## src/timed_semaphore_wait_queue_assert.svh

```systemverilog
// assertion macros shared by the wait queue modules
// depends on nothing; each user supplies clock and reset signals by these names
`ifndef TIMED_SEMAPHORE_WAIT_QUEUE_ASSERT_SVH
`define TIMED_SEMAPHORE_WAIT_QUEUE_ASSERT_SVH

// same-cycle implication
`define TSWQ_ASSERT_NOW(label, cond, cons, msg) \
   label: assert property (@(posedge clock) disable iff (reset) (cond) |-> (cons)) \
      else $error(msg);

// next-cycle implication
`define TSWQ_ASSERT_NEXT(label, cond, cons, msg) \
   label: assert property (@(posedge clock) disable iff (reset) (cond) |=> (cons)) \
      else $error(msg);

`endif

```

## src/tswq_pkg.sv

```systemverilog
// types and constants of the timed semaphore wait queue
// depends on nothing
`timescale 1ns / 1ps

package tswq_pkg;

   localparam int QUEUE_DEPTH = 16;

   localparam logic [1:0] FUNC_ENQUEUE = 2'd0;
   localparam logic [1:0] FUNC_SIGNAL  = 2'd1;
   localparam logic [1:0] FUNC_TICK    = 2'd2;
   localparam logic [1:0] FUNC_REMOVE  = 2'd3;

   typedef struct packed {
      logic [15:0] thread;
      logic [15:0] remaining;
      logic        forever_flag;
   } entry_type;

   typedef enum logic [2:0] {
      S_IDLE,
      S_CNT_RD,
      S_CNT_CHK,
      S_WALK_RD,
      S_WALK_CHK,
      S_EMIT_REL,
      S_EMIT_FIN
   } state_type;

   // controller to datapath
   typedef struct packed {
      logic start;
      logic cnt_step;
      logic walk_init;
      logic keep;
      logic take;
      logic emit_rel;
      logic emit_fin;
   } cmd_type;

   // datapath to controller
   typedef struct packed {
      logic [1:0] func;
      logic       cnt_zero;
      logic       hit;
      logic       out_free;
   } status_type;

endpackage

```

## src/tswq_if.sv

```systemverilog
// request and response channel interfaces of the wait queue
// depends on nothing
`timescale 1ns / 1ps

interface tswq_req_if;
   logic        valid;
   logic        ready;
   logic [1:0]  func;
   logic [15:0] thread_id;
   logic [15:0] wait_ticks;
   logic        wait_forever;
   logic [4:0]  release_count;

   modport source (output valid, func, thread_id, wait_ticks, wait_forever, release_count,
                   input ready);
   modport sink (input valid, func, thread_id, wait_ticks, wait_forever, release_count,
                 output ready);
endinterface

interface tswq_rsp_if;
   logic        valid;
   logic        ready;
   logic [15:0] woken_id;
   logic        woken;
   logic        by_signal;
   logic [4:0]  credit_add;
   logic [4:0]  released_total;
   logic        queue_full;
   logic [4:0]  waiting_count;
   logic        last_result;

   modport source (output valid, woken_id, woken, by_signal, credit_add, released_total,
                   queue_full, waiting_count, last_result, input ready);
   modport sink (input valid, woken_id, woken, by_signal, credit_add, released_total,
                 queue_full, waiting_count, last_result, output ready);
endinterface

```

## src/tswq_datapath.sv

```systemverilog
// wait queue datapath: circular entry memory, walk pointers, output register
// depends on tswq_pkg and the assertion macro header
`timescale 1ns / 1ps
`include "timed_semaphore_wait_queue_assert.svh"

module tswq_datapath #(
   parameter int DEPTH = tswq_pkg::QUEUE_DEPTH
) (
   input  logic                  clock,
   input  logic                  reset,
   input  tswq_pkg::cmd_type     cmd,
   output tswq_pkg::status_type  status,
   input  logic [1:0]            req_func,
   input  logic [15:0]           req_thread_id,
   input  logic [15:0]           req_wait_ticks,
   input  logic                  req_wait_forever,
   input  logic [4:0]            req_release_count,
   input  logic                  rsp_ready,
   output logic                  rsp_valid,
   output logic [15:0]           rsp_woken_id,
   output logic                  rsp_woken,
   output logic                  rsp_by_signal,
   output logic [4:0]            rsp_credit_add,
   output logic [4:0]            rsp_released_total,
   output logic                  rsp_queue_full,
   output logic [4:0]            rsp_waiting_count,
   output logic                  rsp_last_result
);

   localparam int OW = $clog2(DEPTH + 1);
   localparam int PW = $clog2(DEPTH);
   localparam int MW = (OW > 5) ? OW : 5;

   tswq_pkg::entry_type mem [DEPTH];
   tswq_pkg::entry_type rdata_ff;
   tswq_pkg::entry_type wdata;
   logic                mem_we;
   logic [PW-1:0]       mem_waddr;

   logic [PW-1:0] head_ff, head_in, tail_ff, tail_in;
   logic [PW-1:0] rd_ff, rd_in, wr_ff, wr_in;
   logic [OW-1:0] occ_ff, occ_in, fin_ff, fin_in, cnt_ff, cnt_in;
   logic [OW-1:0] relc_ff, relc_in, sig_cnt;
   logic [1:0]    func_ff, func_in;
   logic [15:0]   tid_ff, tid_in, rel_id_ff, rel_id_in;
   logic [4:0]    n_ff, n_in, total_ff, total_in;
   logic          found_ff, found_in, full_ff, full_in;
   logic          hit, out_free;

   logic          valid_ff, valid_in;
   logic [15:0]   o_id_ff, o_id_in;
   logic          o_woken_ff, o_woken_in, o_sig_ff, o_sig_in;
   logic [4:0]    o_credit_ff, o_credit_in, o_total_ff, o_total_in, o_wait_ff, o_wait_in;
   logic          o_full_ff, o_full_in, o_last_ff, o_last_in;

   function automatic logic [PW-1:0] ptr_inc(input logic [PW-1:0] p);
      return (p == PW'(DEPTH - 1)) ? '0 : p + 1'b1;
   endfunction

   // release decision on the entry just read
   always_comb begin
      case (func_ff)
         tswq_pkg::FUNC_SIGNAL: hit = 1'b1;
         tswq_pkg::FUNC_TICK:   hit = !rdata_ff.forever_flag && (rdata_ff.remaining == 16'd1);
         tswq_pkg::FUNC_REMOVE: hit = !found_ff && (rdata_ff.thread == tid_ff);
         default:               hit = 1'b0;
      endcase
   end

   assign out_free = !valid_ff || rsp_ready;
   assign sig_cnt  = (MW'(req_release_count) < MW'(occ_ff)) ? OW'(req_release_count) : occ_ff;

   always_comb begin
      status.func     = func_ff;
      status.cnt_zero = (cnt_ff == '0);
      status.hit      = hit;
      status.out_free = out_free;
   end

   // entry write port: enqueue at the tail or compaction during a walk
   always_comb begin
      mem_we    = 1'b0;
      mem_waddr = tail_ff;
      wdata     = rdata_ff;
      if (cmd.keep) begin
         mem_we    = 1'b1;
         mem_waddr = wr_ff;
         if (!rdata_ff.forever_flag && func_ff == tswq_pkg::FUNC_TICK)
            wdata.remaining = rdata_ff.remaining - 16'd1;
      end else if (cmd.start && req_func == tswq_pkg::FUNC_ENQUEUE &&
                   occ_ff != OW'(DEPTH)) begin
         mem_we                  = 1'b1;
         wdata.thread            = req_thread_id;
         wdata.remaining         = req_wait_ticks;
         wdata.forever_flag      = req_wait_forever;
      end
   end

   always_ff @(posedge clock) begin
      if (mem_we) mem[mem_waddr] <= wdata;
      rdata_ff <= mem[rd_ff];
   end

   // next values of pointers, counters and the output register
   always_comb begin
      head_in = head_ff;  tail_in = tail_ff;  rd_in = rd_ff;  wr_in = wr_ff;
      occ_in = occ_ff;    fin_in = fin_ff;    cnt_in = cnt_ff; relc_in = relc_ff;
      func_in = func_ff;  tid_in = tid_ff;    n_in = n_ff;     total_in = total_ff;
      found_in = found_ff; full_in = full_ff; rel_id_in = rel_id_ff;
      valid_in = rsp_ready ? 1'b0 : valid_ff;
      o_id_in = o_id_ff;  o_woken_in = o_woken_ff; o_sig_in = o_sig_ff;
      o_credit_in = o_credit_ff; o_total_in = o_total_ff; o_wait_in = o_wait_ff;
      o_full_in = o_full_ff; o_last_in = o_last_ff;

      if (cmd.start) begin
         func_in = req_func;  tid_in = req_thread_id;  n_in = req_release_count;
         rd_in = head_ff;     wr_in = head_ff;         found_in = 1'b0;
         total_in = '0;       relc_in = '0;            full_in = 1'b0;
         case (req_func)
            tswq_pkg::FUNC_ENQUEUE: begin
               cnt_in = '0;
               if (occ_ff == OW'(DEPTH)) begin
                  full_in = 1'b1;
                  fin_in  = occ_ff;
               end else begin
                  tail_in = ptr_inc(tail_ff);
                  occ_in  = occ_ff + 1'b1;
                  fin_in  = occ_ff + 1'b1;
               end
            end
            tswq_pkg::FUNC_SIGNAL: begin
               cnt_in = sig_cnt;
               fin_in = occ_ff - sig_cnt;
            end
            default: begin
               cnt_in = occ_ff;
               fin_in = occ_ff;
            end
         endcase
      end
      if (cmd.cnt_step) begin
         if (hit) relc_in = relc_ff + 1'b1;
         rd_in  = ptr_inc(rd_ff);
         cnt_in = cnt_ff - 1'b1;
      end
      if (cmd.walk_init) begin
         rd_in  = head_ff;
         cnt_in = occ_ff;
         fin_in = occ_ff - relc_ff;
      end
      if (cmd.keep) begin
         wr_in  = ptr_inc(wr_ff);
         rd_in  = ptr_inc(rd_ff);
         cnt_in = cnt_ff - 1'b1;
      end
      if (cmd.take) begin
         rel_id_in = rdata_ff.thread;
         rd_in     = ptr_inc(rd_ff);
         cnt_in    = cnt_ff - 1'b1;
         found_in  = 1'b1;
         total_in  = total_ff + 5'd1;
         if (func_ff == tswq_pkg::FUNC_REMOVE) fin_in = occ_ff - 1'b1;
      end
      if (cmd.emit_rel) begin
         valid_in = 1'b1;  o_id_in = rel_id_ff;  o_woken_in = 1'b1;
         o_sig_in = (func_ff == tswq_pkg::FUNC_SIGNAL);
         o_credit_in = (func_ff == tswq_pkg::FUNC_TICK) ? 5'd1 : 5'd0;
         o_total_in = '0;  o_full_in = 1'b0;  o_wait_in = 5'(fin_ff);  o_last_in = 1'b0;
      end
      if (cmd.emit_fin) begin
         valid_in = 1'b1;  o_id_in = '0;  o_woken_in = 1'b0;  o_sig_in = 1'b0;
         o_credit_in = (func_ff == tswq_pkg::FUNC_SIGNAL) ? n_ff : 5'd0;
         o_total_in  = (func_ff == tswq_pkg::FUNC_SIGNAL) ? total_ff : 5'd0;
         o_full_in = full_ff;  o_wait_in = 5'(fin_ff);  o_last_in = 1'b1;
         occ_in = fin_ff;
         if (func_ff == tswq_pkg::FUNC_SIGNAL) head_in = rd_ff;
         else if (func_ff != tswq_pkg::FUNC_ENQUEUE) tail_in = wr_ff;
      end
   end

   // control registers
   always_ff @(posedge clock) begin
      if (reset) begin
         head_ff <= '0;  tail_ff <= '0;  occ_ff <= '0;  valid_ff <= 1'b0;
         found_ff <= 1'b0;  func_ff <= tswq_pkg::FUNC_ENQUEUE;
      end else begin
         head_ff <= head_in;  tail_ff <= tail_in;  occ_ff <= occ_in;  valid_ff <= valid_in;
         found_ff <= found_in;  func_ff <= func_in;
      end
   end

   // payload registers
   always_ff @(posedge clock) begin
      rd_ff <= rd_in;  wr_ff <= wr_in;  fin_ff <= fin_in;  cnt_ff <= cnt_in;
      relc_ff <= relc_in;  tid_ff <= tid_in;  n_ff <= n_in;  total_ff <= total_in;
      full_ff <= full_in;  rel_id_ff <= rel_id_in;
      o_id_ff <= o_id_in;  o_woken_ff <= o_woken_in;  o_sig_ff <= o_sig_in;
      o_credit_ff <= o_credit_in;  o_total_ff <= o_total_in;  o_wait_ff <= o_wait_in;
      o_full_ff <= o_full_in;  o_last_ff <= o_last_in;
   end

   assign rsp_valid          = valid_ff;
   assign rsp_woken_id       = o_id_ff;
   assign rsp_woken          = o_woken_ff;
   assign rsp_by_signal      = o_sig_ff;
   assign rsp_credit_add     = o_credit_ff;
   assign rsp_released_total = o_total_ff;
   assign rsp_queue_full     = o_full_ff;
   assign rsp_waiting_count  = o_wait_ff;
   assign rsp_last_result    = o_last_ff;

   `TSWQ_ASSERT_NOW(a_occ_bound, 1'b1, occ_ff <= OW'(DEPTH), "occupancy above depth")
   `TSWQ_ASSERT_NOW(a_emit_free, cmd.emit_rel || cmd.emit_fin, out_free, "result overwritten")
   `TSWQ_ASSERT_NOW(a_keep_take, cmd.keep || cmd.take, !(cmd.keep && cmd.take) && !status.cnt_zero, "walk step past the end")
   `TSWQ_ASSERT_NEXT(a_emit_valid, cmd.emit_rel || cmd.emit_fin, valid_ff, "emitted result not held")

endmodule

```

## src/tswq_controller.sv

```systemverilog
// wait queue controller: sequences count pass, walk and result emission
// depends on tswq_pkg and the assertion macro header
`timescale 1ns / 1ps
`include "timed_semaphore_wait_queue_assert.svh"

module tswq_controller (
   input  logic                 clock,
   input  logic                 reset,
   input  logic                 req_valid,
   input  logic [1:0]           req_func,
   output logic                 req_ready,
   input  tswq_pkg::status_type status,
   output tswq_pkg::cmd_type    cmd
);

   tswq_pkg::state_type state_ff, state_in;

   // next state
   always_comb begin
      state_in = state_ff;
      case (state_ff)
         tswq_pkg::S_IDLE:
            if (req_valid) begin
               case (req_func)
                  tswq_pkg::FUNC_ENQUEUE: state_in = tswq_pkg::S_EMIT_FIN;
                  tswq_pkg::FUNC_TICK:    state_in = tswq_pkg::S_CNT_RD;
                  default:                state_in = tswq_pkg::S_WALK_RD;
               endcase
            end
         tswq_pkg::S_CNT_RD:
            state_in = status.cnt_zero ? tswq_pkg::S_WALK_RD : tswq_pkg::S_CNT_CHK;
         tswq_pkg::S_CNT_CHK:  state_in = tswq_pkg::S_CNT_RD;
         tswq_pkg::S_WALK_RD:
            state_in = status.cnt_zero ? tswq_pkg::S_EMIT_FIN : tswq_pkg::S_WALK_CHK;
         tswq_pkg::S_WALK_CHK:
            state_in = status.hit ? tswq_pkg::S_EMIT_REL : tswq_pkg::S_WALK_RD;
         tswq_pkg::S_EMIT_REL:
            if (status.out_free) state_in = tswq_pkg::S_WALK_RD;
         tswq_pkg::S_EMIT_FIN:
            if (status.out_free) state_in = tswq_pkg::S_IDLE;
         default: state_in = tswq_pkg::S_IDLE;
      endcase
   end

   // commands
   always_comb begin
      cmd       = '0;
      req_ready = 1'b0;
      case (state_ff)
         tswq_pkg::S_IDLE: begin
            req_ready = 1'b1;
            cmd.start = req_valid;
         end
         tswq_pkg::S_CNT_RD:   cmd.walk_init = status.cnt_zero;
         tswq_pkg::S_CNT_CHK:  cmd.cnt_step = 1'b1;
         tswq_pkg::S_WALK_CHK: begin
            cmd.take = status.hit;
            cmd.keep = !status.hit;
         end
         tswq_pkg::S_EMIT_REL: cmd.emit_rel = status.out_free;
         tswq_pkg::S_EMIT_FIN: cmd.emit_fin = status.out_free;
         default: ;
      endcase
   end

   always_ff @(posedge clock) begin
      if (reset) state_ff <= tswq_pkg::S_IDLE;
      else       state_ff <= state_in;
   end

   `TSWQ_ASSERT_NEXT(a_start_leaves_idle, cmd.start, state_ff != tswq_pkg::S_IDLE, "idle after accept")
   `TSWQ_ASSERT_NEXT(a_take_emits, cmd.take, state_ff == tswq_pkg::S_EMIT_REL, "release not emitted")
   `TSWQ_ASSERT_NEXT(a_fin_idle, cmd.emit_fin, state_ff == tswq_pkg::S_IDLE, "no return to idle")

endmodule

```

## src/timed_semaphore_wait_queue.sv

```systemverilog
// Timed semaphore wait queue: a FIFO of blocked threads held in a circular memory with one
// registered read port and one write port. One request at a time: an enqueue goes straight to
// its final result; a signal walks the released threads, emitting a result for each, then the
// final one; a tick walks the queue twice (a counting pass over every entry, then a pass that
// keeps or releases each entry); a removal walks once and releases the thread if found. Each
// result waits while the receiver holds off. The walk rate is set by the memory's one
// registered read per entry.
// Depends on tswq_pkg, the channel interfaces, the controller and the datapath.
`timescale 1ns / 1ps

module timed_semaphore_wait_queue #(
   parameter int QUEUE_DEPTH = tswq_pkg::QUEUE_DEPTH
) (
   input logic          clock,
   input logic          reset,
   tswq_req_if.sink     req_ch,
   tswq_rsp_if.source   rsp_ch
);

   tswq_pkg::cmd_type    cmd;
   tswq_pkg::status_type status;

   // sequencing
   tswq_controller u_ctl (
      .clock     (clock),
      .reset     (reset),
      .req_valid (req_ch.valid),
      .req_func  (req_ch.func),
      .req_ready (req_ch.ready),
      .status    (status),
      .cmd       (cmd)
   );

   // storage and result register
   tswq_datapath #(.DEPTH(QUEUE_DEPTH)) u_dp (
      .clock              (clock),
      .reset              (reset),
      .cmd                (cmd),
      .status             (status),
      .req_func           (req_ch.func),
      .req_thread_id      (req_ch.thread_id),
      .req_wait_ticks     (req_ch.wait_ticks),
      .req_wait_forever   (req_ch.wait_forever),
      .req_release_count  (req_ch.release_count),
      .rsp_ready          (rsp_ch.ready),
      .rsp_valid          (rsp_ch.valid),
      .rsp_woken_id       (rsp_ch.woken_id),
      .rsp_woken          (rsp_ch.woken),
      .rsp_by_signal      (rsp_ch.by_signal),
      .rsp_credit_add     (rsp_ch.credit_add),
      .rsp_released_total (rsp_ch.released_total),
      .rsp_queue_full     (rsp_ch.queue_full),
      .rsp_waiting_count  (rsp_ch.waiting_count),
      .rsp_last_result    (rsp_ch.last_result)
   );

endmodule
```

## src/flat_wrapper.sv

```systemverilog
// flat-port wrapper written by rule: the top's interface ports become plain ports
module timed_semaphore_wait_queue_flat 
#(
   parameter int QUEUE_DEPTH = tswq_pkg::QUEUE_DEPTH
)
  (clock, reset, req_ch_valid, req_ch_func, req_ch_thread_id, req_ch_wait_ticks, req_ch_wait_forever, req_ch_release_count, req_ch_ready, rsp_ch_valid, rsp_ch_woken_id, rsp_ch_woken, rsp_ch_by_signal, rsp_ch_credit_add, rsp_ch_released_total, rsp_ch_queue_full, rsp_ch_waiting_count, rsp_ch_last_result, rsp_ch_ready);
  tswq_req_if req_ch_i ();
  tswq_rsp_if rsp_ch_i ();
  input logic clock;
  input logic reset;
  input wire logic [$bits(req_ch_i.valid)-1:0] req_ch_valid;
  input wire logic [$bits(req_ch_i.func)-1:0] req_ch_func;
  input wire logic [$bits(req_ch_i.thread_id)-1:0] req_ch_thread_id;
  input wire logic [$bits(req_ch_i.wait_ticks)-1:0] req_ch_wait_ticks;
  input wire logic [$bits(req_ch_i.wait_forever)-1:0] req_ch_wait_forever;
  input wire logic [$bits(req_ch_i.release_count)-1:0] req_ch_release_count;
  output wire logic [$bits(req_ch_i.ready)-1:0] req_ch_ready;
  output wire logic [$bits(rsp_ch_i.valid)-1:0] rsp_ch_valid;
  output wire logic [$bits(rsp_ch_i.woken_id)-1:0] rsp_ch_woken_id;
  output wire logic [$bits(rsp_ch_i.woken)-1:0] rsp_ch_woken;
  output wire logic [$bits(rsp_ch_i.by_signal)-1:0] rsp_ch_by_signal;
  output wire logic [$bits(rsp_ch_i.credit_add)-1:0] rsp_ch_credit_add;
  output wire logic [$bits(rsp_ch_i.released_total)-1:0] rsp_ch_released_total;
  output wire logic [$bits(rsp_ch_i.queue_full)-1:0] rsp_ch_queue_full;
  output wire logic [$bits(rsp_ch_i.waiting_count)-1:0] rsp_ch_waiting_count;
  output wire logic [$bits(rsp_ch_i.last_result)-1:0] rsp_ch_last_result;
  input wire logic [$bits(rsp_ch_i.ready)-1:0] rsp_ch_ready;
  assign req_ch_i.valid = req_ch_valid;
  assign req_ch_i.func = req_ch_func;
  assign req_ch_i.thread_id = req_ch_thread_id;
  assign req_ch_i.wait_ticks = req_ch_wait_ticks;
  assign req_ch_i.wait_forever = req_ch_wait_forever;
  assign req_ch_i.release_count = req_ch_release_count;
  assign req_ch_ready = req_ch_i.ready;
  assign rsp_ch_valid = rsp_ch_i.valid;
  assign rsp_ch_woken_id = rsp_ch_i.woken_id;
  assign rsp_ch_woken = rsp_ch_i.woken;
  assign rsp_ch_by_signal = rsp_ch_i.by_signal;
  assign rsp_ch_credit_add = rsp_ch_i.credit_add;
  assign rsp_ch_released_total = rsp_ch_i.released_total;
  assign rsp_ch_queue_full = rsp_ch_i.queue_full;
  assign rsp_ch_waiting_count = rsp_ch_i.waiting_count;
  assign rsp_ch_last_result = rsp_ch_i.last_result;
  assign rsp_ch_i.ready = rsp_ch_ready;
  timed_semaphore_wait_queue #(.QUEUE_DEPTH(QUEUE_DEPTH)) u_core (.clock(clock), .reset(reset), .req_ch(req_ch_i), .rsp_ch(rsp_ch_i));
endmodule
```

## config.mk

```make
export PLATFORM = sky130hd
export DESIGN_NAME = timed_semaphore_wait_queue_flat
export DESIGN_NICKNAME = d
export VERILOG_FILES = /design/src/tswq_pkg.sv /design/src/tswq_if.sv /design/src/tswq_datapath.sv /design/src/tswq_controller.sv /design/src/timed_semaphore_wait_queue.sv /design/src/flat_wrapper.sv
export VERILOG_INCLUDE_DIRS = /design/src /design/src/src
export SDC_FILE = /design/constraint.sdc
export NUM_CORES = 1
export LEC_CHECK = 0
export ABC_AREA = 1
export BUFFER_PORTS_ARGS = -buffer_cell sky130_fd_sc_hd__buf_2
export CAP_MARGIN = 15
export CELL_PAD_IN_SITES_DETAIL_PLACEMENT = 1
export CELL_PAD_IN_SITES_GLOBAL_PLACEMENT = 1
export CORE_MARGIN = 4
export CORE_UTILIZATION = 45
export DETAILED_ROUTE_END_ITERATION = 8
export PLACE_DENSITY = 0.74
export SLEW_MARGIN = 20
export SYNTH_ARGS = -nofsm -noshare
export SYNTH_HDL_FRONTEND = slang
export SYNTH_SLANG_ARGS = --single-unit
```

## constraint.sdc

```tcl
create_clock -name clock -period 9.65 [get_ports clock]
set_clock_uncertainty 0.2 [all_clocks]
set_input_delay 1.93 -clock clock [delete_from_list [all_inputs] [get_ports clock]]
set_output_delay 1.93 -clock clock [all_outputs]
set_load 0.005 [all_outputs]
```

Yosys cells after proc, flatten, opt, wreduce, memory -nomap -nowiden --
Memories as Yosys holds them, arrays and structs flattened. A register that Yosys moved wholly into a read port is not among the register bits. Index checks and enable logic that the tools add are counted.
Cells by class: add/sub/neg operators 11, equal/unequal tests 21, order comparisons 1, reduce and logical (&&, ||, !) cells 24, multiplexer cells 79
Operators by type and width (count):
- $mux W5 | 27
- $mux W4 | 16
- $mux W16 | 3
- $mux W33 | 1
- $mux W1 | 21
- $pmux W3 S7 | 1
- $pmux W5 S2 | 2
- $eq A16 B1 Y1 const B | 1
- $eq A16 B16 Y1 | 1
- $sub A16 B1 Y16 const B | 1
- $add A5 B1 Y5 const B | 3
- $add A4 B1 Y4 const B | 3
- $eq A4 B4 Y1 const B | 3
- $mux W3 | 4
- $reduce_bool A2 Y1 | 6
- $sub A5 B1 Y5 const B | 2
- $sub A5 B5 Y5 | 2
- $eq A3 B3 Y1 const B | 3
- $eq A2 B2 Y1 const B | 3
- $eq A3 B2 Y1 const B | 2
- $ne A2 B2 Y1 const B | 3
- $pmux W3 S2 | 1
- $eq A5 B5 Y1 const B | 1
- $logic_and A1 B1 Y1 | 5
- 15 further kinds | 21
Word-level totals: memories kept 1, output and inout bits 37, register bits after elaboration 121, bits in writable memories 528
Memory list:
- u_core.u_dp.mem | depth 16, width 33, read ports 1, clocked after memory_dff 1, wr ports 1, line tswq_datapath.sv:34 | tswq_pkg::entry_type mem [DEPTH];

Longest topological paths before layout --
word-level depth 8, mapped depth 22, depth with buffers taken out 21

Cells and area by module --
From an unflattened synthesis, not the netlist that was laid out.
Second synthesis, totals: cells, all modules 2317, area total of the unflattened synthesis 28772.6 um^2
By module, submodules not included:
- tswq_datapath | times used 1, cells an instance 2258, area an instance 28439.8 um^2, seq. area each 19598.8 um^2
- tswq_controller | times used 1, cells an instance 59, area an instance 332.8 um^2, seq. area each 60.1 um^2

Worst setup path after synthesis --
No wires, ideal clock.
path type input-to-reg, start input port req_ch_func[1], end memory u_core.u_dp.mem[13][0] (netlist bit) (enable), setup time 0.423 ns, arrival 4.425 ns, required time 9.027 ns, cell stages on the path 10, buffers on the path 1, setup slack 4.602 ns, path through buf_2 -> nor2_4 -> inv_1 -> nor2_8 -> nand2_4 -> nand2_4 -> inv_4 -> nor2_2 -> nand2_1 -> nor2_1
On the way: cells in the longest elaborated chain, start to end 7
RTL lines:
- from (decl) | line flat_wrapper.sv:12 | input wire logic [$bits(req_ch_i.func)-1:0] req_ch_func;
- $logic_not A2 Y1 | line tswq_datapath.sv:90 | end else if (cmd.start && req_func == tswq_pkg::FUNC_ENQUEUE &&
- $logic_and A1 B1 Y1 (2 in series) | line tswq_datapath.sv:90
- $mux W1 | line tswq_datapath.sv:90
- $mux W1 | line tswq_datapath.sv:85 | if (cmd.keep) begin
- $mux W1 | line tswq_datapath.sv:100 | if (mem_we) mem[mem_waddr] <= wdata;
- $mux W1 (implied by the code) | line tswq_datapath.sv:100
- to (decl) | line tswq_datapath.sv:34
Every way passes these cells.

Worst setup path in the final report --
start input port req_ch_func[1], end memory u_core.u_dp.mem[15][17] (netlist bit) (enable)
The elaborated chain is that of the path after synthesis.

==> impl_metrics.py <==
metrics = {
    "routing": {
        "routed_wl_um": 77180,
        "ant_nets": 0,
        "drtIter0Drc": 1631,
        "avgRoutedWirePerCell_um": 24.02,
        "vias": 18432,
        "drc": 0,
        "first_pass_iters": 5,
        "vias_per_cell": 5.737,
    },
    "cts": {
        "clock_sinks": 682,
        "cts_max_level": 3,
        "cts_inserted_buffers": 72,
        "cts_tree": "built",
        "post_cts_buffers": 0,
        "clkTransAtPathRegs_ns": 0.06,
        "clockBufferDepth": 3,
        "cts_hold_buf": 0,
        "cts-root-buf": "clkbuf_16",
        "cts-resized-gates": 0,
        "clock_latency_ns": 0.62,
    },
    "yosys": {
        "synthesis.area_um2": 28060,
        "syn_nets": 2296,
        "async_flop_share": 0,
        "ys_types": 54,
        "synth_edf_count": 600,
        "syn_inst": 2228,
        "synth_area_per_cell_um2": 12.59,
        "ys_seq_elements": 682,
        "yosys_most_used_dff": "edfxtp_1",
        "ys_seq_area_frac": 0.7006,
        "yosysWarningCount": 0,
    },
    "floorplanning": {
        "die_h_um": 257.7,
        "dieWidth_um": 257.7,
        "fp-row-count": 91,
        "start_util": 0.4547,
        "core_um2": 61710,
        "pin_count": 81,
        "die_area_um2": 66410,
    },
    "min_path": {
        "hold_path.startpoint": "u_core.u_dp.rdata_ff[25]",
        "hold_path.class": "reg2reg",
        "min_path_cells": 0,
        "min_to": "u_core.u_dp.rel_id_ff[8]",
    },
    "sta": {
        "fin_crit_sh": 0.4635,
        "slew_headroom": 0.2258,
        "timing_hold_violations_final": 0,
        "fin_crit_ns": 4.472,
        "setup_tns_ns": 0,
        "setup_violations": 0,
        "slew_viol_final": 0,
        "rsz0062_at_grt": "no",
        "worst_pin_slew_ns": 1.156,
        "max_freq_mhz": 223.6,
    },
    "final_layout": {
        "utilization": 0.5171,
        "stdcell_count": 3213,
        "area_delta_synth_final_pct": 13.72,
        "regArea_um2": 19660,
        "fillCellCount": 6296,
        "multi_input_area_um2": 7501,
        "drive_above_1_share": 0.1292,
        "nNetsFinal": 2385,
        "final_area_um2": 31910,
        "diodes": 0,
    },
    "global_route": {
        "grt_busiest_layer": "met2",
        "grt_pass1_wl_um": 118000,
        "met2_usage": 0.3919,
        "antenna_found_initial": 1,
        "grt_pass1_vias": 19576,
        "overflow": 0,
        "use_met1": 0.2997,
        "grt_use_met3": 0.04119,
        "grt_util_all_layers": 0.2300,
        "grt_max_degree": 268,
    },
    "run": {
        "drv_cap": 0,
    },
    "power_and_ir_drop": {
        "p_leak_nw": 11.19,
        "power_w": 0.008996,
        "power_density_nw_per_um2": 281.9,
        "vdd_ir_drop_max_mv": 0.2047,
    },
    "worst_setup_path": {
        "crit_fanout": 23,
        "timing.rr.start": "u_core.u_dp.occ_ff[0]",
        "reg2reg_to": "u_core.u_dp.mem[15][17]",
        "crit_start": "req_ch_func[1]",
        "r2r_slack_ns": 5.60,
        "ff2ff_path_depth": 12,
        "crit_required_ns": 9.70,
        "critical_path_class": "in2reg",
        "critical_path_arrival_ns": 4.52,
        "startpoint_type": "primary input",
        "cp-end-kind": "register",
    },
    "placed_design": {
        "dp_cells": 3073,
        "gp_congestion": 0.8536,
        "placed_area_um2": 29560,
        "io_buffers": 80,
        "dpl.hpwl_um": 46540,
    },
    "outcome": {
        "status": "completed",
    },
}
## logic make-up (layout without fill, tap and decap cells)
group,after synthesis,in the layout,synth area share
AO/OA/AOI/OAI,458,458,0.1072
XOR/XNOR,23,23,0.007179
adder cells (fa/ha/maj),24,24,0.01124
buffers and inverters,249,397,0.03634
flip-flops,682,682,0.7006
multiplexers,97,97,0.03460
AND/OR/NAND/NOR,695,695,0.1028
## critical path, stage by stage
cell and delay [ns]:
buf_2 0.15, nor2_4 0.18, inv_1 0.17, nor2_8 0.18, nand2_4 0.18, nand2_4 0.20, inv_4 0.09, nor2_2 0.13
nand2_1 0.25, nor2_4 0.48, buf_4 0.53
## per-stage QoR
| stage | setup WS (ns) | hold WS (ns) |
|---|---|---|
| after floorplan | 4.602 | 0.2082 |
| after global placement | 4.628 | 0.2187 |
| after detailed placement | 4.597 | 0.2219 |
| after CTS | 5.240 | 0.2357 |
| after global routing | 5.076 | 0.2504 |
| final | 5.178 | 0.2316 |
## layout make-up
type,instances,area share
clock buffer,85,0.05897
clock inverter,48,0.01247
inverter,130,0.01553
multi-input combinational,1297,0.2351
sequential,682,0.6161
tap,837,0.03282
timing repair buffer,134,0.02906
## sequential cells by signal (all words and copies together) (netlist names), 2 cells and up
register,cells
u_core.u_dp.fin_ff,5
u_core.u_dp.rd_ff,4
u_core.u_dp.tid_ff,16
u_core.u_dp.rsp_released_total,5
u_core.u_dp.occ_ff,5
u_core.u_dp.n_ff,5
u_core.u_dp.cnt_ff,5
u_core.u_dp.func_ff,2
u_core.u_ctl.state_ff,3
u_core.u_dp.total_ff,5
u_core.u_dp.rsp_woken_id,16
u_core.u_dp.relc_ff,5
u_core.u_dp.rel_id_ff,16
u_core.u_dp.head_ff,4
u_core.u_dp.rsp_waiting_count,5
u_core.u_dp.wr_ff,4
u_core.u_dp.rsp_credit_add,5
u_core.u_dp.mem,528
u_core.u_dp.tail_ff,4
u_core.u_dp.rdata_ff,33
## power by group
group          internal [W]  switching [W]
logic              0.000681        0.00166
clock network       0.00154        0.00115
registers           0.00379       0.000173
## metal layers
metal / part of all wire / wire length (um)
met5: 0 / 0
met1: 0.42 / 32370
met3: 0.059 / 4555
met4: 0.026 / 2036
met2: 0.50 / 38220
## placed cells by master (no fill, tap or decap), types with 5 or more instances in the layout
cell type | synthesis | final
edfxtp_1 | 600 | 600
nor2_1 | 319 | 303
nand2_1 | 256 | 256
o21ai_0 | 209 | 209
inv_1 | 114 | 114
o221ai_1 | 100 | 100
mux2i_1 | 97 | 97
dfxtp_1 | 82 | 82
buf_2 | 22 | 80
clkbuf_16 | 0 | 73
nand3_1 | 72 | 72
o211ai_1 | 54 | 54
buf_4 | 9 | 42
o32ai_1 | 33 | 33
a21oi_1 | 26 | 26
ha_1 | 22 | 22
clkinv_2 | 0 | 20
xor2_1 | 18 | 18
nor2_4 | 2 | 18
clkinv_1 | 3 | 18
clkbuf_1 | 79 | 11
inv_2 | 11 | 10
nor3_1 | 9 | 9
o22ai_1 | 9 | 9
or2_2 | 7 | 7
nor2_2 | 6 | 6
o21ai_2 | 6 | 6
o21ai_1 | 5 | 5
xnor2_1 | 5 | 5
o21a_1 | 5 | 5
bufinv_16 | 0 | 5
## worst max-delay path by stage
stage,end,slack (ns)
floorplan,u_core.u_dp.mem[13][0],4.60
global placement,u_core.u_dp.mem[7][28],4.63
detailed placement,u_core.u_dp.mem[13][17],4.60
CTS,u_core.u_dp.mem[15][13],5.24
global route,u_core.u_dp.mem[15][13],5.08
finish,u_core.u_dp.mem[15][17],5.18
## Yosys cell counts (11+ instances only)
| cell type | number | share of area |
|---|---|---|
| ha_1 | 22 | 0.0098 |
| o211ai_1 | 54 | 0.014 |
| xor2_1 | 18 | 0.0056 |
| nand3_1 | 72 | 0.013 |
| edfxtp_1 | 600 | 0.64 |
| inv_1 | 114 | 0.015 |
| o21ai_0 | 209 | 0.037 |
| clkbuf_1 | 79 | 0.011 |
| o221ai_1 | 100 | 0.031 |
| o32ai_1 | 33 | 0.010 |
| dfxtp_1 | 82 | 0.059 |
| inv_2 | 11 | 0.0015 |
| nand2_1 | 256 | 0.034 |
| mux2i_1 | 97 | 0.035 |
| a21oi_1 | 26 | 0.0046 |
| nor2_1 | 319 | 0.043 |
| buf_2 | 22 | 0.0039 |
Note: power is estimated with default switching activity, not from simulation.
